==> config.mk <==
export PLATFORM = sky130hd
export DESIGN_NAME = bbst_ctrl
export DESIGN_NICKNAME = d
export VERILOG_FILES = /design/src/hdl/bbst_pkg.sv /design/src/hdl/bbst_ctrl.sv
export SDC_FILE = /design/constraint.sdc
export NUM_CORES = 1
export LEC_CHECK = 0
export ABC_AREA = 0
export BUFFER_PORTS_ARGS = -buffer_cell sky130_fd_sc_hd__buf_2
export CAP_MARGIN = 30
export CORE_AREA = 2 2 39 41
export CTS_CLUSTER_SIZE = 40
export DETAILED_ROUTE_END_ITERATION = 10
export DIE_AREA = 0 0 41 43
export GPL_ROUTABILITY_DRIVEN = 0
export HOLD_SLACK_MARGIN = 0.15
export SLEW_MARGIN = 15
export SYNTH_ARGS = -nofsm -noshare
export SYNTH_HDL_FRONTEND = slang
export SYNTH_SLANG_ARGS = --single-unit
==> constraint.sdc <==
create_clock -name clk_i -period 2.2 [get_ports clk_i]
set_input_delay 0.11 -clock clk_i [delete_from_list [all_inputs] [get_ports clk_i]]
set_output_delay 0.11 -clock clk_i [all_outputs]
set_load 0.01 [all_outputs]
==> src/hdl/bbst_pkg.sv <==
// Package for the size table unit: field widths, codes and helper functions.
`default_nettype none

package bbst_pkg;

  localparam int DEF_ADDR_BITS = 20;
  localparam int DEF_SLOT_BITS = 4;

  localparam int ADDR_W    = 20;
  localparam int COUNT_W   = 21;
  localparam int ENTRY_W   = 6;
  localparam int META_W    = 7;
  localparam int TOTAL_W   = 22;
  localparam int STATUS_W  = 2;
  localparam int MODE_W    = 2;
  localparam int IN_DATA_W  = 48;
  localparam int OUT_DATA_W = 32;

  localparam logic [META_W-1:0] META_RESET = 7'd16;

  typedef enum logic [MODE_W-1:0] {
    MODE_REGISTER   = 2'd0,
    MODE_UNREGISTER = 2'd1,
    MODE_READ       = 2'd2,
    MODE_WRITE      = 2'd3
  } mode_e;

  typedef enum logic [STATUS_W-1:0] {
    STAT_DONE       = 2'd0,
    STAT_EMPTY      = 2'd1,
    STAT_MISALIGNED = 2'd2,
    STAT_TOO_LARGE  = 2'd3
  } status_e;

  typedef enum logic [2:0] {
    S_CLEAR,
    S_IDLE,
    S_DISPATCH,
    S_CHECK,
    S_LOOKUP,
    S_FILL,
    S_RESP
  } state_e;

  typedef enum logic [3:0] {
    CMD_NONE,
    CMD_CLEAR,
    CMD_LOAD,
    CMD_EVAL,
    CMD_CHECK,
    CMD_READ,
    CMD_LOOKUP,
    CMD_FILL,
    CMD_WRITE,
    CMD_RESULT
  } dp_cmd_e;

  typedef struct packed {
    mode_e mode;
    logic  reg_ok;
    logic  entry_nz;
    logic  idx_last;
  } dp_status_t;

  // Smallest s with 2^s >= v, for v >= 1.
  function automatic logic [ENTRY_W-1:0] ceil_log2(input logic [TOTAL_W-1:0] v);
    logic [TOTAL_W-1:0] m;
    logic [ENTRY_W-1:0] r;
    m = v - TOTAL_W'(1);
    r = '0;
    for (int i = 0; i < TOTAL_W; i++) begin
      if (m[i]) r = ENTRY_W'(i + 1);
    end
    return r;
  endfunction

  // Low n bits set, within the address field.
  function automatic logic [ADDR_W-1:0] low_mask(input int n);
    return ADDR_W'((64'd1 << n) - 64'd1);
  endfunction

endpackage

`default_nettype wire

==> src/hdl/bbst_ctrl.sv <==
// Controller: sequences clear pass, dispatch, table sweeps and result handoff.
`default_nettype none

module bbst_ctrl import bbst_pkg::*; (
  input  wire logic       clk_i,
  input  wire logic       rst_ni,
  input  wire logic       in_valid_i,
  output logic            in_ready_o,
  output logic            out_valid_o,
  input  wire logic       out_ready_i,
  output dp_cmd_e         cmd_o,
  input  wire dp_status_t status_i
);

  state_e state_q, state_d;
  logic   out_valid_q, out_valid_d;

  always_ff @(posedge clk_i or negedge rst_ni) begin
    if (!rst_ni) begin
      state_q     <= S_CLEAR;
      out_valid_q <= 1'b0;
    end else begin
      state_q     <= state_d;
      out_valid_q <= out_valid_d;
    end
  end

  always_comb begin
    state_d     = state_q;
    cmd_o       = CMD_NONE;
    in_ready_o  = 1'b0;
    out_valid_d = out_valid_q && !out_ready_i;
    unique case (state_q)
      S_CLEAR: begin
        cmd_o = CMD_CLEAR;
        if (status_i.idx_last) state_d = S_IDLE;
      end
      S_IDLE: begin
        in_ready_o = 1'b1;
        if (in_valid_i) begin
          cmd_o   = CMD_LOAD;
          state_d = S_DISPATCH;
        end
      end
      S_DISPATCH: begin
        unique case (status_i.mode)
          MODE_REGISTER: begin
            cmd_o   = CMD_EVAL;
            state_d = S_CHECK;
          end
          MODE_UNREGISTER, MODE_READ: begin
            cmd_o   = CMD_READ;
            state_d = S_LOOKUP;
          end
          MODE_WRITE: begin
            cmd_o   = CMD_WRITE;
            state_d = S_RESP;
          end
          default: state_d = S_RESP;
        endcase
      end
      S_CHECK: begin
        cmd_o   = CMD_CHECK;
        state_d = status_i.reg_ok ? S_FILL : S_RESP;
      end
      S_LOOKUP: begin
        cmd_o   = CMD_LOOKUP;
        state_d = (status_i.entry_nz && status_i.mode == MODE_UNREGISTER) ? S_FILL : S_RESP;
      end
      S_FILL: begin
        cmd_o = CMD_FILL;
        if (status_i.idx_last) state_d = S_RESP;
      end
      S_RESP: begin
        if (!out_valid_q || out_ready_i) begin
          cmd_o       = CMD_RESULT;
          out_valid_d = 1'b1;
          state_d     = S_IDLE;
        end
      end
      default: state_d = S_IDLE;
    endcase
  end

  assign out_valid_o = out_valid_q;

endmodule

`default_nettype wire

==> results by group <==
Outcome
  – Status: finished, final reports clean

Critical path
  – CP Launch Type: flip-flop
  – Cell family with most CP delay: flip-flops
  – WP data required: 2.09 ns
  – Worst-path maximum fanout: 16
  – Worst Setup End Kind: output pin
  – Crit Path Category: reg -> out
  – Arr. time, crit path: ~1.7 ns
  – Critical Path Stages: 5
  – Slowest cell delay on critical path: between 0.6 and 0.7 ns
  – Slowest cell on the critical path: dfrtp_1
  – Crit path buf inv count: 1
  – Worst path cell trace: and2b_4 > a21oi_1 > o22ai_1 > a21o_1 > buf_2
  – Cell count of the worst reg-to-reg path: 4

Global routing
  – Initial antenna violation count: 0
  – GRT Residual Overflow: 0
  – Largest net degree at the start of global routing: 17
  – All-layer global routing usage: 13.04%
  – First-pass GRT wire length: roughly 1600 microns
  – Vias in the first global route: 397

Route
  – DR WL/cell: roughly 11 microns
  – 1st-iter DRT viols: 7
  – WL met1: between 400 and 500 microns
  – Vias per cell: between 4 and 5
  – Met2 WL: 464 microns
  – Post-route ant nets: 0
  – Drt pass-1 iters: 4
  – DR DRC count: 0
  – Met3 wire length: roughly 60 microns
  – Post-Route WL: 982 microns
  – Vias: between 400 and 500
  – Top sig layer: met3

STA
  – Slew headroom: ~69%
  – Final setup fails: 0
  – Min cycle time layout: approximately 1.8 ns
  – Fin. Hold Viols: 0
  – Worst-Margin Slew: between 0.4 and 0.5 ns
  – Setup TNS Final: 0 ns
  – Slew Limit Fails: 0
  – Unrepaired setup endpoints after global routing: no
  – Worst clock skew: about 0.0049 ns
  – F_max: around 0.56 GHz
  – Tcrit/Tclk final: 80.47%

Synthesis
  – Post-synth top area share: 21.80%
  – Yosys warns: 0
  – Yosys reg bits: 4
  – Synth area leaders: dfrtp_1 22%, ha_1 14%, nand2b_1 5.4%, nand2_1 4.9%, a21oi_1 4.4%
  – Synthesized area: about 460 sq um
  – Biggest area consumer among synthesized cells: dfrtp_1
  – Post-Syn Nets: 70
  – Syn Inst Count: 56
  – Synth cell types: 29
  – Syn avg cell area: just over 8 sq um
  – Sequential-to-total area share from yosys stat: 21.80%

Cells and area
  – Share of cells above drive strength 1: around 30%
  – Fill cells: between 150 and 200
  – Total Nets Final: a little under 90
  – Area Growth Syn to Fin: 21.53%
  – Antenna diode instance count: 0
  – Fin cells: 87

Floorplanning
  – Num ports: 15
  – Die X: a little over 40 microns
  – Die ar.: ~1800 sq um
  – Core area: 1384 sq um
  – Initial core utilization: roughly a third
  – Num rows: 14
  – Die Span Y: roughly 43 microns

Clock network
  – CTS root buf: clkbuf_4
  – CTS tree: built
  – Total CTS buffers: 3
  – Setup bufs post-CTS: 0
  – CTS H-tree depth: 1
  – Max clock buf depth: 2
  – Clk sinks: 4
  – Clock transition at path regs: about 0.040 ns
  – Worst-skew pair later-pin latency: ~0.23 ns

Place
  – HPWL after DPL: approximately 770 microns
  – I/O Buffers: 14
  – Dpl cells: between 80 and 90

Hold path
  – Hold Crit Class: in -> reg
  – Hold Path Depth: 3

Power and ir drop
  – Clock power share: around 16%
  – Pwr/cell area: 1039 nW/um^2
  – Peak VDD IR: 0.3595 mV
  – Sequential group share of total power: 26.0%
  – Switch share: a little over two fifths
  – NetSw: roughly 0.00025 W
  – Cell-internal power: between 0.0003 and 0.0004 W
  – Comb pwr share: between 50% and 60%
  – Pleak: around 0.29 nW

Job
  – Max-cap check violation count: 0
cells by family (layout without fill, tap and decap cells):
| kind of cell | after synthesis | count (layout) | share of synthesized area (%) |
|---|---|---|---|
| DFF | 4 | 4 | 21.80 |
| xor gates and xnor gates | 1 | 1 | 1.908 |
| buffers and inverters | 7 | 22 | 8.445 |
| muxes | 1 | 1 | 3.269 |
| and+or+nand+nor | 20 | 20 | 23.70 |
| adders and majority gates | 5 | 5 | 13.62 |
| AOI/OAI and AO/OA | 18 | 18 | 27.25 |
final cells by class:
| type | count | area (sq um) | share of cell area (%) |
|---|---|---|---|
| tap | 16 | 20.02 | 3.587 |
| multi-input combinational | 45 | 320.3 | 57.40 |
| sequential | 4 | 100.1 | 17.94 |
| clock buffer | 3 | 22.52 | 4.036 |
| timing repair buffer | 15 | 80.08 | 14.35 |
| inverter | 4 | 15.01 | 2.691 |
worst reg2reg max path: stages, from the launching register on:
cell      delay, ns
dfrtp_1        0.62
xor2_1         0.14
or3_1          0.34
o311ai_2       0.11
mux2_4         0.33
placed cells by master, fill, tap and decap left out:
cell and n:
mux2_4 1, buf_2 14, o311ai_2 1, nand3_1 2
or3_1 2, o21ai_0 2, o22ai_1 2, o21a_1 1
inv_1 3, a21o_1 1, dlygate4sd3_1 1, xor2_1 1
a211o_1 1, o21ai_1 1, nand2b_1 4, o311ai_1 1
dfrtp_1 4, and2b_4 1, o311ai_0 1, nor2b_1 1
o31ai_1 1, a31oi_1 2, a21oi_1 4, ha_1 5
nand2_1 6, nor2_1 2, and2b_1 2, clkbuf_4 3
inv_2 1
power by group through the flow:
stage | sequential, W | clock, W | combinational (W)
4_1_cts | 0.000150 | 0.0000959 | 0.000337
5_1_grt | 0.000160 | 0.0000997 | 0.000380
2_1_floorplan | 0.000113 | 0 | 0.000296
3_3_place_gp | 0.000152 | 0 | 0.000329
3_5_place_dp | 0.000149 | 0 | 0.000334
6_report | 0.000151 | 0.0000907 | 0.000338
registers in the layout (all words and copies together) (netlist names):
signal       flops
state_q          3
out_valid_o      1
synthesized netlist by cell type:
master and instances:
o21a_1 1, inv_2 1, dfrtp_1 4, or3_1 2, and2b_4 1, buf_2 1
a211o_1 1, buf_6 1, xor2_1 1, ha_1 5, o311ai_1 1, o311ai_0 1
mux2_4 1, nand3_1 2, o31ai_1 1, o311ai_2 1, o22ai_1 2, and2b_1 2
nor2_1 2, nand2_1 6, inv_1 3, a21o_1 1, a31oi_1 2, buf_4 1
o21ai_0 2, nand2b_1 4, nor2b_1 1, a21oi_1 4, o21ai_1 1
final timing paths:
path	from	endpoint	slack [ns]
min	out_ready_i	out_valid_o	0.17
min in group asynchronous	rst_ni	state_q[1]	0.21
min reg2reg	out_valid_o	out_valid_o	0.52
max in group asynchronous	rst_ni	out_valid_o	1.86
max reg2reg	state_q[2]	state_q[0]	0.54
max	state_q[2]	cmd_o[1]	0.43
routing by layer:
layer  GRT usage [%]  vias to the layer above
met2           20.00                       13
met5               0                        -
li1                -                      232
met4           6.000                        0
met3               0                        0
met1           18.27                      187
timing repair:
action,in CTS,in global routing
hold buffers,1,0
gates resized for setup,0,0
endpoints found under the hold margin,4,0
through the flow:
| step | setup WS (ns) | utilization (%) | hold slack (ns) | total power, W | instance area [sq um] |
|---|---|---|---|---|---|
| final | 0.4296 | 40.33 | 0.1694 | 0.0005798 | 558.0 |
| after floorplan | 0.7453 | - | -0.1856 | 0.0004086 | 459.2 |
| after detailed placement | 0.5404 | 37.97 | -0.07333 | 0.0004835 | 525.5 |
| after global routing | 0.2588 | 40.33 | 0.2025 | 0.0006400 | 558.0 |
| after CTS | 0.4396 | 40.33 | 0.1597 | 0.0005834 | 558.0 |
| after global placement | 0.5631 | 37.97 | -0.08148 | 0.0004808 | 525.5 |
Power figures use the tool's default switching activity.
